File: config.mk
export PLATFORM = sky130hd
export DESIGN_NAME = pdt_front
export DESIGN_NICKNAME = d
export VERILOG_FILES = /design/src/rtl/pdt_pkg.sv /design/src/rtl/pdt_front.sv
export SDC_FILE = /design/constraint.sdc
export NUM_CORES = 1
export LEC_CHECK = 0
export ABC_AREA = 1
export BUFFER_PORTS_ARGS = -buffer_cell sky130_fd_sc_hd__buf_2
export CORE_AREA = 2 2 214 216
export CTS_CLUSTER_DIAMETER = 50
export DETAILED_ROUTE_END_ITERATION = 8
export DIE_AREA = 0 0 216 218
export GPL_TIMING_DRIVEN = 0
export PLACE_DENSITY_LB_ADDON = 0.1
export SYNTH_ARGS = -nofsm -noshare
export SYNTH_HDL_FRONTEND = slang
export SYNTH_SLANG_ARGS = --single-unit
export TNS_END_PERCENT = 20
File: constraint.sdc
create_clock -name clk_i -period 11.9 [get_ports clk_i]
set_input_delay 0.595 -clock clk_i [delete_from_list [all_inputs] [get_ports clk_i]]
set_output_delay 0.595 -clock clk_i [all_outputs]
set_load 0.02 [all_outputs]
File: src/rtl/pdt_pkg.sv
package pdt_pkg;

  localparam int unsigned Dims          = 3;
  localparam int unsigned CoordBits     = 20;
  localparam int unsigned DefCoordWidth = 20;
  localparam int unsigned OffsBits      = CoordBits + 1;
  localparam int unsigned RegBits       = 60;
  localparam int unsigned CfgIdxBits    = 3;
  localparam int unsigned OutBits       = 48;
  localparam logic [OutBits-1:0] OutMax = {1'b0, {(OutBits-1){1'b1}}};
  // restoring root: result bits, numerator and denominator widths
  localparam int unsigned RootBits      = 30;
  localparam int unsigned NumBits       = 100;
  localparam int unsigned DenBits       = 40;
  localparam int unsigned QueueDepth    = 2;

  typedef enum logic [1:0] {
    MODE_SPH = 2'd0,
    MODE_ELL = 2'd1,
    MODE_CYL = 2'd2
  } mode_e;

  typedef enum logic [CfgIdxBits-1:0] {
    REG_CENTRE  = 3'd0,
    REG_ROW_0   = 3'd1,
    REG_ROW_1   = 3'd2,
    REG_ROW_2   = 3'd3,
    REG_WEIGHTS = 3'd4,
    REG_MASK    = 3'd5,
    REG_MODE    = 3'd6
  } reg_idx_e;

  typedef logic signed [CoordBits-1:0] coord_t;
  typedef logic signed [OffsBits-1:0]  offs_t;

  typedef struct packed {
    logic signed [CoordBits-1:0] coord_x;
    logic signed [CoordBits-1:0] coord_y;
    logic signed [CoordBits-1:0] coord_z;
  } pdt_in_t;

  typedef struct packed {
    logic signed [OutBits-1:0] first_value;
    logic signed [OutBits-1:0] second_value;
    logic                      saturated;
  } pdt_out_t;

  typedef struct packed {
    logic [RegBits-1:0]            centre;
    logic [Dims-1:0][RegBits-1:0]  rows;
    logic [RegBits-1:0]            weights;
    logic [Dims-1:0]               mask;
    logic [1:0]                    mode;
  } pdt_cfg_t;

  typedef struct packed {
    coord_t [Dims-1:0] p;
    coord_t [Dims-1:0] c;
    offs_t  [Dims-1:0] d;
    mode_e             mode;
  } pdt_item_t;

  typedef struct packed {
    mode_e              mode;
    logic [OutBits-1:0] direct;
    logic               sat;
    logic               e_neg;
  } pdt_side_t;

  typedef struct packed {
    logic [NumBits-1:0] num_a;
    logic [NumBits-1:0] num_b;
    logic [DenBits-1:0] den;
    pdt_side_t          side;
  } pdt_root_in_t;

  typedef struct packed {
    logic [RootBits-1:0] r_a;
    logic [RootBits-1:0] r_b;
    pdt_side_t           side;
  } pdt_root_out_t;

endpackage

File: src/rtl/pdt_front.sv
module pdt_front import pdt_pkg::*; #(
  parameter int unsigned COORD_WIDTH = DefCoordWidth
) (
  input  logic      clk_i,
  input  logic      rst_ni,
  input  logic      in_valid_i,
  output logic      in_ready_o,
  input  pdt_in_t   in_data_i,
  input  pdt_cfg_t  cfg_i,
  output logic      item_valid_o,
  input  logic      item_ready_i,
  output pdt_item_t item_o
);

  logic      valid_q, valid_d;
  pdt_item_t item_q, item_d;
  logic      accept;

  function automatic coord_t ext(logic [CoordBits-1:0] v);
    ext = CoordBits'($signed(v[COORD_WIDTH-1:0]));
  endfunction

  assign in_ready_o = !valid_q || item_ready_i;
  assign accept     = in_valid_i && in_ready_o;

  always_comb begin
    item_d.p[0] = ext(in_data_i.coord_x);
    item_d.p[1] = ext(in_data_i.coord_y);
    item_d.p[2] = ext(in_data_i.coord_z);
    for (int k = 0; k < Dims; k++) begin
      item_d.c[k] = ext(cfg_i.centre[k*CoordBits +: CoordBits]);
      item_d.d[k] = OffsBits'(item_d.p[k]) - OffsBits'(item_d.c[k]);
    end
    unique case (cfg_i.mode)
      MODE_SPH: item_d.mode = MODE_SPH;
      MODE_ELL: item_d.mode = MODE_ELL;
      default:  item_d.mode = MODE_CYL;  // unused code runs as cylinder
    endcase
  end

  always_comb begin
    valid_d = valid_q;
    if (accept) begin
      valid_d = 1'b1;
    end else if (item_ready_i) begin
      valid_d = 1'b0;
    end
  end

  always_ff @(posedge clk_i or negedge rst_ni) begin
    if (!rst_ni) begin
      valid_q <= 1'b0;
    end else begin
      valid_q <= valid_d;
    end
  end

  always_ff @(posedge clk_i) begin
    if (accept) begin
      item_q <= item_d;
    end
  end

  assign item_valid_o = valid_q;
  assign item_o       = item_q;

endmodule

==> out/results.txt <==
outcome: finished clean
Psw: 541 µW
vias in the first global route: 7,985
post-route ant nets: 0
clock sinks: 186
global-route usage over all layers: 13.3%
initial antenna violation count: 2
first-pass GRT wire length: 46,400 µm
max-slew violation count: 0
DP Area: 0.0123 mm²
Pre-Repair DR Iteration Count: 4
TritonCTS clock tree: built
fraction of final layout cells sized beyond drive strength 1: 26.9%
sequential area share after synthesis: 56.7%
GRT Max-Usage Layer: met2
Setup Buffers After CTS: 0
crit path max fanout: 3
top cells by count, synth: nand2_1, inv_1, edfxtp_1
synth warn: 0
Clock Power Share: 34.0%
Initial Util: 21.9%
later-pin clock latency in the skew report: 0.48 ns
DIE HEIGHT: 218 µm
Final GP Congestion: 0.779
Area growth, synth to finish: 31.3%
fin crit share: 16.9%
post-synth cell types: 24
Setup CP Type: in2reg
clk buf depth: 2
switching share of power: 30.4%
crit path max-delay cell type: fa_1
DP Wirelength: 24,900 µm
clock skew: 0.00614 ns
async set or reset register ratio after synthesis: 0.538%
Peak VDD IR: 86.7 µV
Setup Total Neg Slack: 0 ns
Critical Path Most Common Cell: nand3_1
critical path arrival: 2.24 ns
largest net degree at the start of global routing: 29
DR vias: 7,900
Synth area leader: edfxtp_1
Post-synth EDFFs: 185
flops & latches, synth: 186
worst slew pin tran: 0.604 ns
post-route cell area: 0.0129 mm²
clock slew at reported path FFs: 0.07 ns
IO Pins: 556
final count of hold timing violations: 0
Max Clock Freq: 0.497 GHz
Gate Count Post-Synth: 1,048
combinational share of power: 21.4%
Tmin final: 2.01 ns
GRT overflow: 0
RSZ-0062 raised after global routing: no
post-synth top area share: 56.5%
Residual DRC: 0
CTS Buf Count: 17
Pwr Density: 138 mW/mm²
clock root cell: clkbuf_16
main flop type after synthesis: edfxtp_1
die area: 0.0471 mm²
hold slack: 0.302 ns
Setup Viol. Count Final: 0
crit start category: input pin
max incr delay on CP: 0.47 ns
core area: 0.0449 mm²
die width: 216 µm
synthesized area per cell: 9.39 µm²
# port buffers: 312
cell internal pwr: 1240 µW
critical-path cell list: buf_2 > inv_1 > ha_1 > fa_1 > inv_1 > nand3_1 > nand3_1 > nand3_1 > nand2_1 > nand2_1 > nand3_1 > nand2_1
CP endpoint kind: flop
std cell rows: 78
WL final: 30,500 µm
synthesized cell area: 0.00984 mm²
Flop pwr share: 44.6%
max cap viols: 0
top cells by area, synth: edfxtp_1, nand2_1, inv_1, ha_1, nand3_1
Worst slew margin: 59.7%
met2 GRT Util: 18.5%
Global Route met3 Usage: 5.96%
Syn Nets: 1,480
met1 usage: 18.1%
most frequent cell after synthesis: nand2_1
DRT iter0 DRCs: 334
worst min-delay path class: in2reg
CTS H-tree depth: 4
Vias/cell: 3.95
Worst Path Required: 12.13 ns
Pleak: 0.00629 µW
drt wl/cell: 15.3 µm
Layout Nets: 1,819
-- cell families after synthesis --
family	count (synthesis)	synth area share (%)
AO/OA/AOI/OAI	52	2.99
flip-flops	186	56.7
adder cells (fa/ha/maj)	63	8.24
XOR/XNOR	27	2.40
AND/OR/NAND/NOR	511	21.7
buffers and inverters	209	7.98
-- power groups by stage --
| stage | clock network [µW] | registers (µW) | logic [µW] |
|---|---|---|---|
| floorplan | 0 | 884 | 177 |
| global placement | 0 | 830 | 382 |
| detailed placement | 0 | 809 | 389 |
| CTS | 641 | 795 | 391 |
| global route | 657 | 799 | 431 |
| finish | 606 | 795 | 381 |
-- cell usage in the layout, fill, tap and decap left out, drive strengths merged --
| cell | count |
|---|---|
| dlygate4sd3 | 1 |
| edfxtp | 185 |
| nand2 | 340 |
| diode | 2 |
| a21oi | 37 |
| bufinv | 3 |
| nand4 | 6 |
| inv | 212 |
| nor2 | 77 |
| xnor2 | 6 |
| clkinvlp | 2 |
| ha | 60 |
| xor2 | 21 |
| fa | 3 |
| nand3 | 66 |
| buf | 319 |
| clkinv | 4 |
| dfrtp | 1 |
| o21bai | 12 |
| clkbuf | 19 |
| and2 | 6 |
| o21ai | 3 |
| nor3 | 16 |
-- cell type report --
class / instances / area [µm²]
well taps: 600 / 751
inverters: 208 / 781
flip-flops and latches: 186 / 5580
plain buffers: 1 / 3.75
repair buffers: 320 / 1710
diodes: 2 / 5.00
clock buffers: 18 / 429
fillers: 4914 / 32000
clock inverters: 13 / 166
multi-input cells: 653 / 3480
-- through the flow --
stage / worst slack [ns] / power (µW) / instances / util (%)
global route: 9.72 / 1890 / 2000 / 28.8
CTS: 9.87 / 1830 / 1999 / 28.7
finish: 9.89 / 1780 / 2001 / 28.8
global placement: -3.90 / 1210 / 1960 / 27.1
detailed placement: 9.37 / 1200 / 1967 / 27.4
floorplan: 1.59 / 1060 / 1048 / -
-- worst max-delay path: cells and delay by family --
kind                       cells  cell delay (ns)
adders and majority gates      2             0.71
and+or+nand+nor                7             0.69
buffers and inverters          3             0.24
-- final timing paths --
| check | from | endpoint | slack [ns] | cells past startpoint |
|---|---|---|---|---|
| worst max register to register | item_valid_o | item_o[77] | 9.90 | 4 |
| max in group asynchronous | rst_ni | item_valid_o | 11.39 | 2 |
| min in group asynchronous | rst_ni | item_valid_o | 0.43 | 2 |
| worst max-delay path | in_data_i[20] | item_o[35] | 9.89 | 12 |
| worst min register to register | item_valid_o | item_valid_o | 0.58 | 2 |
| worst min-delay path | cfg_i[263] | item_o[83] | 0.30 | 1 |
-- sequential cells by signal (all words and copies together) (netlist names) --
signal	cells
item_o	185
item_valid_o	1
-- layer usage --
metal | wire length (µm) | share of wire [%]
met3 | 2820 | 9.3
met4 | 551 | 1.8
met2 | 12200 | 40
met1 | 14900 | 49
met5 | 13 | 0.043
-- what timing repair did --
| action | 4_1_cts | 5_1_grt |
|---|---|---|
| hold endpoints to repair | 1 | 0 |
| hold buffers | 1 | 0 |
| resized for setup | 0 | 0 |
No activity file was read; power rests on OpenSTA's default activity.
