$ cat src/rtl/pdt_pkg.sv
package pdt_pkg;

  localparam int unsigned Dims          = 3;
  localparam int unsigned CoordBits     = 20;
  localparam int unsigned DefCoordWidth = 20;
  localparam int unsigned OffsBits      = CoordBits + 1;
  localparam int unsigned RegBits       = 60;
  localparam int unsigned CfgIdxBits    = 3;
  localparam int unsigned OutBits       = 48;
  localparam logic [OutBits-1:0] OutMax = {1'b0, {(OutBits-1){1'b1}}};
  // restoring root: result bits, numerator and denominator widths
  localparam int unsigned RootBits      = 30;
  localparam int unsigned NumBits       = 100;
  localparam int unsigned DenBits       = 40;
  localparam int unsigned QueueDepth    = 2;

  typedef enum logic [1:0] {
    MODE_SPH = 2'd0,
    MODE_ELL = 2'd1,
    MODE_CYL = 2'd2
  } mode_e;

  typedef enum logic [CfgIdxBits-1:0] {
    REG_CENTRE  = 3'd0,
    REG_ROW_0   = 3'd1,
    REG_ROW_1   = 3'd2,
    REG_ROW_2   = 3'd3,
    REG_WEIGHTS = 3'd4,
    REG_MASK    = 3'd5,
    REG_MODE    = 3'd6
  } reg_idx_e;

  typedef logic signed [CoordBits-1:0] coord_t;
  typedef logic signed [OffsBits-1:0]  offs_t;

  typedef struct packed {
    logic signed [CoordBits-1:0] coord_x;
    logic signed [CoordBits-1:0] coord_y;
    logic signed [CoordBits-1:0] coord_z;
  } pdt_in_t;

  typedef struct packed {
    logic signed [OutBits-1:0] first_value;
    logic signed [OutBits-1:0] second_value;
    logic                      saturated;
  } pdt_out_t;

  typedef struct packed {
    logic [RegBits-1:0]            centre;
    logic [Dims-1:0][RegBits-1:0]  rows;
    logic [RegBits-1:0]            weights;
    logic [Dims-1:0]               mask;
    logic [1:0]                    mode;
  } pdt_cfg_t;

  typedef struct packed {
    coord_t [Dims-1:0] p;
    coord_t [Dims-1:0] c;
    offs_t  [Dims-1:0] d;
    mode_e             mode;
  } pdt_item_t;

  typedef struct packed {
    mode_e              mode;
    logic [OutBits-1:0] direct;
    logic               sat;
    logic               e_neg;
  } pdt_side_t;

  typedef struct packed {
    logic [NumBits-1:0] num_a;
    logic [NumBits-1:0] num_b;
    logic [DenBits-1:0] den;
    pdt_side_t          side;
  } pdt_root_in_t;

  typedef struct packed {
    logic [RootBits-1:0] r_a;
    logic [RootBits-1:0] r_b;
    pdt_side_t           side;
  } pdt_root_out_t;

endpackage

$ cat src/rtl/pdt_queue.sv
module pdt_queue import pdt_pkg::*; (
  input  logic      clk_i,
  input  logic      rst_ni,
  input  logic      push_valid_i,
  output logic      push_ready_o,
  input  pdt_item_t push_data_i,
  output logic      pop_valid_o,
  input  logic      pop_ready_i,
  output pdt_item_t pop_data_o
);

  localparam int unsigned PtrBits = (QueueDepth > 1) ? $clog2(QueueDepth) : 1;
  localparam int unsigned CntBits = $clog2(QueueDepth + 1);

  pdt_item_t          mem [QueueDepth];
  logic [PtrBits-1:0] wptr_q, rptr_q;
  logic [CntBits-1:0] cnt_q;
  logic               push, pop;

  assign push_ready_o = (cnt_q != CntBits'(QueueDepth));
  assign pop_valid_o  = (cnt_q != '0);
  assign push         = push_valid_i && push_ready_o;
  assign pop          = pop_valid_o && pop_ready_i;
  assign pop_data_o   = mem[rptr_q];

  always_ff @(posedge clk_i or negedge rst_ni) begin
    if (!rst_ni) begin
      wptr_q <= '0;
      rptr_q <= '0;
      cnt_q  <= '0;
    end else begin
      if (push) begin
        wptr_q <= (wptr_q == PtrBits'(QueueDepth - 1)) ? '0 : wptr_q + 1'b1;
      end
      if (pop) begin
        rptr_q <= (rptr_q == PtrBits'(QueueDepth - 1)) ? '0 : rptr_q + 1'b1;
      end
      if (push && !pop) begin
        cnt_q <= cnt_q + 1'b1;
      end else if (pop && !push) begin
        cnt_q <= cnt_q - 1'b1;
      end
    end
  end

  always_ff @(posedge clk_i) begin
    if (push) begin
      mem[wptr_q] <= push_data_i;
    end
  end

endmodule

$ cat config.mk
export PLATFORM = sky130hd
export DESIGN_NAME = pdt_queue
export DESIGN_NICKNAME = d
export VERILOG_FILES = /design/src/rtl/pdt_pkg.sv /design/src/rtl/pdt_queue.sv
export SDC_FILE = /design/constraint.sdc
export NUM_CORES = 1
export LEC_CHECK = 0
export BUFFER_PORTS_ARGS = -buffer_cell sky130_fd_sc_hd__buf_2
export CAP_MARGIN = 20
export CORE_MARGIN = 10
export CORE_UTILIZATION = 28
export CTS_CLUSTER_SIZE = 16
export DETAILED_ROUTE_END_ITERATION = 16
export SETUP_SLACK_MARGIN = 0.02
export SLEW_MARGIN = 25
export SYNTH_ARGS = -nofsm -noshare
export SYNTH_HDL_FRONTEND = slang
export SYNTH_SLANG_ARGS = --single-unit
export TNS_END_PERCENT = 20
$ cat constraint.sdc
create_clock -name clk_i -period 17.4 [get_ports clk_i]
set_clock_uncertainty 0.2 [all_clocks]
set_input_delay 0.87 -clock clk_i [delete_from_list [all_inputs] [get_ports clk_i]]
set_output_delay 0.87 -clock clk_i [all_outputs]
set_load 0.01 [all_outputs]
==> results.txt, run 1 <==
Worst setup margin - 12.81 ns
Most common cell in the netlist - edfxtp_1
Finished Layout Cells - 1698
Post-synthesis sequential area ratio - 0.794
Cts hold-fix bufs - 1
YS warnings - 0
Mapped Area - 14100 um^2
Layout cells sized above 1 - 0.608
GR peak layer - met2
Core area - 50100 um^2
Slew margin rel. - 0.324
CTS-repair resized insts - 0
M3 GR Usage - 0.0384
WP data arrival - 3.52 ns
Routability Congestion - 0.705
Post-synth EDFFs - 370
Inserted Diodes - 0
Rows - 82
Detail Route Antenna Nets - 0
Slowest stage delay, CP - 0.85 ns
Syn nets - 784
Flops & latches, synth - 374
Initial Util - 0.282
Dominant cells by area after synthesis - edfxtp_1, mux2_4, mux2_2
PortBufs - 375
Min-delay worst type - reg2reg
F_max - 0.218 GHz
First-pass GRT wire length - 47400 um
Pre-CTS setup slack - 13.33 ns
Clk Latency, worst-skew pair - 0.54 ns
Dpl hpwl - 22800 um
Total track usage - 0.103
Critical Path End Type - primary output
Overflow after GRT - 0
CTS Buffer Depth - 3
Layout net count - 1192
Leak - 6.97 nW
Fin. Hold Viols - 0
Sinks on Clock Net - 374
Critical path origin - rptr_q
Count of final setup violators - 0
Maximum vdd drop - 0.0933 mV
Critical Path, Cell by Cell - buf_4 > buf_4 > mux2_4 > buf_2
# Post-CTS Setup Buffers - 0
Routed wire length - 32100 um
Die Area - 59800 um^2
Setup TNS - 0 ns
Drt wl/cell - 18.9 um
Mapped Cells - 594
Initial DRC count - 384
Critical Path End - pop_data_o[98]
Worst R2R Setup Slack - 14.12 ns
Synth area leader - edfxtp_1
Distinct cells, synth - 15
Post-synthesis adder-cell area fraction - 0.000886
# DRC - 0
Number of fill cells in the layout - 4788
Worst reg-to-reg path cell count - 5
CP Max Fanout - 60
Grt met2 use - 0.179
CP required - 16.33 ns
Worst Setup Path Type - reg2out
Area Overhead vs Synth - 27.0%
Synth Area in Compound Gates - 0
Root Driver - clkbuf_16
Unrepaired setup endpoints after global routing - no
Clock transition at path regs - 0.06 ns
Mux cell area share after synthesis - 0.185
Crit start category - register
Global Route met1 Usage - 0.114
Max cap viols - 0
Slew Viols, Final - 0
DP Cell Count - 1630
CTS H-tree depth - 2
R2R Path Start - cnt_q[0]
Main synth FF type - edfxtp_1
XOR/XNOR Fraction of Synth Area - 0.00310
Status - complete, no violations
Post-synth top cells - edfxtp_1, mux2_4, mux2_2, buf_6
Initial antenna violation count - 3
Vias/cell - 4.06
Combinational family with the most area after synthesis - multiplexers
Post-synth top area share - 0.787
DR pass1 iterations - 4
Vias in the first global route - 7542
Final core occ - 0.358
Die Span X - 245 um
CP most frequent cell - buf_4
Tmin final - 4.59 ns
Post-Synth Simple-Gate Area - 0.00239
Total CTS buffers - 41
Die height - 245 um
Largest net degree at the start of global routing - 71
Fin crit share - 0.264
Worst Max-Slew Pin Slew - 1.01 ns
Cell Pwr Density - 169 nW/um^2
Crit Reg-Reg Endpoint - mem[0][46]
# IOs - 376
Via Count - 6888
Syn_area_per_cell - 23.8 um^2
Post-synth ARST share - 0.0107
Crit-path slowest cell - buf_4
CTS tree - done
critical path: cells and delay by family, from the launching register on:
family,cells,cell delay [ns]
multiplexers,1,0.36
buffers and inverters,3,1.77
flip-flops,1,0.60
cell families (layout without fill, tap and decap cells):
| kind of cell | Yosys count | in the layout |
|---|---|---|
| xor gates and xnor gates | 5 | 5 |
| adders and majority gates | 1 | 1 |
| muxes | 185 | 185 |
| and+or+nand+nor | 7 | 7 |
| DFF | 374 | 374 |
| buffers and inverters | 22 | 454 |
flip-flops by register name, summed over array words and instances, names as in the netlist:
name and flops:
rptr_q 1, wptr_q 1, mem 370, cnt_q 2
cell type report:
class / count / area [um^2] / area share
clock buffer: 50 / 1060 / 0.0591
inverter: 1 / 3.75 / 0.000209
clock inverter: 17 / 130 / 0.00726
timing repair buffer: 386 / 1970 / 0.110
tap: 672 / 841 / 0.0469
multi-input combinational: 198 / 2710 / 0.151
sequential: 374 / 11200 / 0.625
layout by cell type (no fill, tap or decap), types with 2 or more instances in the layout:
master	count
buf_2	375
edfxtp_1	370
mux2_4	140
mux2_2	45
clkbuf_16	41
clkbuf_1	9
buf_4	9
clkinv_1	8
clkinv_2	5
xnor2_1	3
dfrtp_1	3
nand2_1	2
xor2_1	2
bufinv_16	2
clkinvlp_4	2
how the worst min path moves through the flow:
| stage | start | endpoint | cells after the start |
|---|---|---|---|
| 2_1_floorplan | cnt_q[1] | cnt_q[1] | 1 |
| 3_3_place_gp | cnt_q[1] | cnt_q[1] | 1 |
| 3_5_place_dp | cnt_q[1] | cnt_q[1] | 1 |
| 4_1_cts | push_data_i[132] | mem[1][132] | 1 |
| 5_1_grt | push_data_i[170] | mem[1][170] | 1 |
| 6_report | cnt_q[1] | cnt_q[1] | 1 |
per-stage QoR:
stage,hold WS [ns],cell area (um^2),power (mW)
final,0.283,17900,3.04
after global routing,0.279,17900,3.20
after CTS,0.269,17900,3.11
after detailed placement,0.281,16700,2.30
after global placement,0.275,16700,2.29
after floorplan,0.256,14100,2.01
metal layers:
layer / part of all wire / vias up / routed length, um
met5: 0.00066 / - / 21
met4: 0.022 / 4 / 694
met3: 0.076 / 53 / 2450
met2: 0.51 / 235 / 16500
met1: 0.39 / 3418 / 12400
li1: - / 3178 / -
where the power goes:
part / switching (mW) / internal [mW] / total, mW
logic: 0.499 / 0.462 / 0.962
clock network: 0.327 / 0.458 / 0.785
registers: 0.0557 / 1.23 / 1.29
total: 0.882 / 2.16 / 3.04
Note: power is estimated with default switching activity, not from simulation.
==> run 2, diff against run 1 <==
==> constraint.sdc (replaced) <==
create_clock -name clk_i -period 4.24 [get_ports clk_i]
set_clock_uncertainty 0.2 [all_clocks]
set_input_delay 0.212 -clock clk_i [delete_from_list [all_inputs] [get_ports clk_i]]
set_output_delay 0.212 -clock clk_i [all_outputs]
set_load 0.01 [all_outputs]
==> run 2 against run 1 <==
Compared with the run above:
- sequential cell count did not move
- register-to-register slack got worse by 12 ns
- worst hold slack got worse by 0.094 ns
- critical path depth decreased by 1
- die area did not move
- combinational power rose to 4.3 times the previous value
- via count rose by 12%
- global-route usage increased by 0.77 points
- highest routed layer is now met4
==> results.txt, run 2 (same netlist as run 1, synthesis figures left out) <==
Status - complete, no violations
Dpl hpwl - 22600 um
Die Area - 59800 um^2
Vias in the first global route - 8734
Total CTS buffers - 41
Total track usage - 0.110
Die Span X - 245 um
Critical path's top delay family - flip-flops
CP required - 3.83 ns
Biggest registers after layout - mem x370, cnt_q x2
WP data arrival - 2.58 ns
Sinks on Clock Net - 374
Slowest stage delay, CP - 0.99 ns
Tmin final - 2.99 ns
Commonest non-fill, non-tap cells in the layout - buf_2, edfxtp_1, dlygate4sd3_1
Most flops, register - mem
DP Cell Count - 1634
Worst Max-Slew Pin Slew - 0.869 ns
Unrepaired setup endpoints after global routing - no
DR pass1 iterations - 4
Commonest non-fill, non-tap cell in the layout - buf_2
Crit-path slowest cell - dfrtp_4
Clock transition at path regs - 0.05 ns
Vias/cell - 4.07
WP buf/inv - 2
F_max - 0.334 GHz
Root Driver - clkbuf_16
Initial antenna violation count - 1
Setup TNS - 0 ns
Rows - 82
Min-delay worst type - in2reg
Largest net degree at the start of global routing - 81
Leak - 7.82 nW
# DRC - 0
# IOs - 376
Routability Congestion - 0.708
Layout cells sized above 1 - 0.513
Drt wl/cell - 18.0 um
# Post-CTS Setup Buffers - 0
PortBufs - 375
Slew margin rel. - 0.421
Detail Route Antenna Nets - 0
Via Count - 7721
FF+latch area - 11200 um^2
Crit start category - register
Critical Path, Cell by Cell - buf_12 > mux2_4 > buf_2
Cell Pwr Density - 643 nW/um^2
Max cap viols - 0
CTS Buffer Depth - 3
CP Max Fanout - 54
First-pass GRT wire length - 51900 um
Routed wire length - 34100 um
Worst Setup Path Type - reg2out
Core area - 50100 um^2
Critical Path End Type - primary output
Finished Layout Cells - 1898
CTS H-tree depth - 2
Initial Util - 0.282
Max reg flops - 370
Overflow after GRT - 0
Area Overhead vs Synth - 41.5%
Count of final setup violators - 0
Fin crit share - 0.706
Fin. Hold Viols - 0
Initial DRC count - 344
Layout net count - 1384
Number of fill cells in the layout - 4527
CTS tree - done
Die height - 245 um
Footprint of the multi-input gates - 2710 um^2
Slew Viols, Final - 0
Maximum vdd drop - 0.341 mV
Clk Latency, worst-skew pair - 0.54 ns
[run 2: changes by cell type in the layout (fill, tap and decap cells not counted), sizes merged]
| cell | previous run | this run |
|---|---|---|
| buf | 385 | 389 |
| clkbuf | 50 | 57 |
| clkinv | 13 | 12 |
| diode | 0 | 1 |
| dlygate4sd3 | 1 | 189 |
| inv | 1 | 2 |
[run 2: final cells by class]
type,count,share of cell area
diodes,1,0.000125
well taps,672,0.0421
repair buffers,578,0.198
multi-input cells,198,0.136
flip-flops and latches,374,0.561
clock inverters,17,0.00657
inverters,1,0.000188
clock buffers,57,0.0565
[run 2: what timing repair did]
action                    4_1_cts  5_1_grt
hold endpoints to repair      377        0
hold buffers                  189        0
resized for setup               0        0
[run 2: where the power goes]
group	switching (mW)	total, mW	internal, mW
Sequential	0.302	5.35	5.05
Clock	1.37	3.35	1.98
Combinational	2.08	4.14	2.06
Total	3.75	12.8	9.09
[run 2: metal layers]
metal / global-route usage / up-vias / wire, um
li1: - / 3569 / -
met5: 0 / - / 0
met3: 0.0432 / 42 / 2700
met2: 0.195 / 255 / 17600
met4: 0.0292 / 0 / 560
met1: 0.121 / 3855 / 13300
[run 2: worst paths after layout]
| path | from | to | slack (ns) | depth (start not counted) |
|---|---|---|---|---|
| max reg2reg | cnt_q[0] | mem[0][25] | 1.82 | 4 |
| min | push_data_i[67] | mem[1][67] | 0.19 | 2 |
| max | rptr_q | pop_data_o[94] | 1.25 | 3 |
| min reg2reg | cnt_q[1] | cnt_q[1] | 0.30 | 1 |
| min in group asynchronous | rst_ni | cnt_q[1] | 0.38 | 3 |
| max in group asynchronous | rst_ni | rptr_q | 3.26 | 3 |
[run 2: through the flow]
stage          cell area, um^2  hold slack (ns)  total power [mW]  worst slack, ns  utilization
2_1_floorplan            14100           -0.284              8.14            -1.42            -
3_3_place_gp             16800           -0.173              9.49             1.78        0.336
3_5_place_dp             16800           -0.174              9.55             1.75        0.336
4_1_cts                  20000            0.146              13.1             1.15        0.399
5_1_grt                  20000            0.159              13.5             1.09        0.399
6_report                 20000            0.189              12.8             1.25        0.399
==> run 3, diff against run 2 <==
==> constraint.sdc (replaced) <==
create_clock -name clk_i -period 2.85 [get_ports clk_i]
set_clock_uncertainty 0.2 [all_clocks]
set_input_delay 0.1425 -clock clk_i [delete_from_list [all_inputs] [get_ports clk_i]]
set_output_delay 0.1425 -clock clk_i [all_outputs]
set_load 0.01 [all_outputs]
==> run 3 against run 2 <==
Compared with the run above:
- sequential power up 47%
- clock-buffer cell count down 1
- wire length down 0.41%
- register-to-register slack worse by 1.0 ns
- non-clock buffer count up 9
- sequential cell count unchanged
- critical path depth up 1
- worst hold slack worse by 0.061 ns
- critical path type unchanged
- core utilization up 0.13 points
- first-iteration DRC count up 8.1%
- setup slack worse by 0.84 ns
- combinational power up 56%
==> results.txt, run 3 (same netlist as run 1, synthesis figures left out) <==
Status - complete, no violations
Slowest stage delay, CP - 0.55 ns
Final core occ - 0.400
Crit Reg-Reg Endpoint - mem[1][184]
Max cap viols - 0
Critical Path End - pop_data_o[9]
Initial DRC count - 372
Clk Latency, worst-skew pair - 0.53 ns
Cell Pwr Density - 954 nW/um^2
Core area - 50100 um^2
Psw - 5.58 mW
CTS tree - done
Critical path origin - rptr_q
Commonest non-fill, non-tap cells in the layout - buf_2, edfxtp_1, dlygate4sd3_1
Leak - 7.85 nW
# IOs - 376
Number of fill cells in the layout - 4594
# Post-CTS Setup Buffers - 0
Worst R2R Setup Slack - 0.82 ns
Worst reg-to-reg path cell count - 3
Net Sw Frac - 0.292
Overflow after GRT - 0
Clock transition at path regs - 0.06 ns
Maximum vdd drop - 0.550 mV
DR pass1 iterations - 4
Max reg flops - 370
Crit-path slowest cell - dfrtp_4
FF+latch area - 11200 um^2
Vias in the first global route - 8632
Total CTS buffers - 41
R2R Path Start - cnt_q[0]
CP Max Fanout - 24
Min-delay worst type - in2reg
Setup TNS - 0 ns
WP data arrival - 2.11 ns
Most flops, register - mem
PortBufs - 375
Crit path depth - 4
Routed wire length - 34000 um
CP required - 2.51 ns
CTS-repair resized insts - 0
Fin. Hold Viols - 0
Die height - 245 um
Layout cells sized above 1 - 0.518
Layout net count - 1393
Area Overhead vs Synth - 41.9%
Die Area - 59800 um^2
Worst Setup Path Type - reg2out
Cts hold-fix bufs - 189
Biggest registers after layout - mem x370, cnt_q x2
Root Driver - clkbuf_16
Total track usage - 0.109
Unrepaired setup endpoints after global routing - no
Die Span X - 245 um
Detail Route Antenna Nets - 0
Initial Util - 0.282
Critical Path End Type - primary output
Sinks on Clock Net - 374
Count of final setup violators - 0
Largest net degree at the start of global routing - 99
Slew margin rel. - 0.544
First-pass GRT wire length - 51000 um
Commonest non-fill, non-tap cell in the layout - buf_2
Footprint of the multi-input gates - 2730 um^2
CTS H-tree depth - 2
F_max - 0.408 GHz
Clock Power Share - 0.253
Comb pwr share - 0.337
CTS Buffer Depth - 3
WP buf/inv - 3
Share of power burned in registers - 0.410
Critical Path, Cell by Cell - buf_12 > buf_4 > mux2_2 > buf_2
Internal - 13.5 mW
Via Count - 7749
Worst Max-Slew Pin Slew - 0.684 ns
Critical path's top delay family - buffers and inverters
Rows - 82
Drt wl/cell - 17.8 um
Fin crit share - 0.859
Vias/cell - 4.07
Routability Congestion - 0.720
Dpl hpwl - 23000 um
Crit start category - register
Initial antenna violation count - 4
Slew Viols, Final - 0
# DRC - 0
Tmin final - 2.45 ns
-- run 3: cell count changes in the layout (fill, tap and decap cells not counted), sizes merged --
cell	previous run	this run
buf	389	398
inv	2	1
clkinvlp	2	3
diode	1	2
clkbuf	57	56
clkinv	12	9
-- run 3: worst min path at each step --
| stage | startpoint | depth (start not counted) | end | slack, ns |
|---|---|---|---|---|
| finish | push_data_i[39] | 2 | mem[1][39] | 0.13 |
| floorplan | rst_ni | 0 | cnt_q[0] | -0.35 |
| global route | push_data_i[65] | 2 | mem[0][65] | 0.10 |
| global placement | rst_ni | 1 | cnt_q[0] | -0.24 |
| CTS | push_data_i[13] | 2 | mem[0][13] | 0.08 |
| detailed placement | rst_ni | 1 | rptr_q | -0.24 |
-- run 3: power groups by stage --
stage	clock (mW)	sequential (mW)	combinational [mW]
final	4.83	7.84	6.44
after global routing	5.22	7.96	6.89
after detailed placement	0	7.96	6.38
after CTS	5.00	7.85	6.61
after floorplan	0	7.95	4.10
after global placement	0	7.89	6.37
-- run 3: through the flow --
stage          hold slack, ns  total power, mW  setup WS [ns]  area [um^2]  cells
6_report                0.128             19.1          0.402        20000   1904
5_1_grt                 0.104             20.1          0.302        20000   1903
4_1_cts                0.0809             19.5          0.317        20000   1902
3_5_place_dp           -0.239             14.3          0.772        16900   1643
3_3_place_gp           -0.240             14.3          0.800        16900   1643
2_1_floorplan          -0.353             12.0          -1.12        14100    594
-- run 3: layout make-up --
type / instances / area share
repair buffers: 587 / 0.202
diodes: 2 / 0.000250
multi-input cells: 198 / 0.136
clock buffers: 56 / 0.0540
inverters: 1 / 0.000187
well taps: 672 / 0.0419
flip-flops and latches: 374 / 0.559
clock inverters: 14 / 0.00593
-- run 3: per-layer routing --
| layer | global-route usage | share of wire | wire, um |
|---|---|---|---|
| met3 | 0.0402 | 0.080 | 2730 |
| met5 | 0 | 0.00041 | 14 |
| met1 | 0.125 | 0.39 | 13400 |
| met4 | 0.0331 | 0.022 | 764 |
| met2 | 0.187 | 0.50 | 17100 |
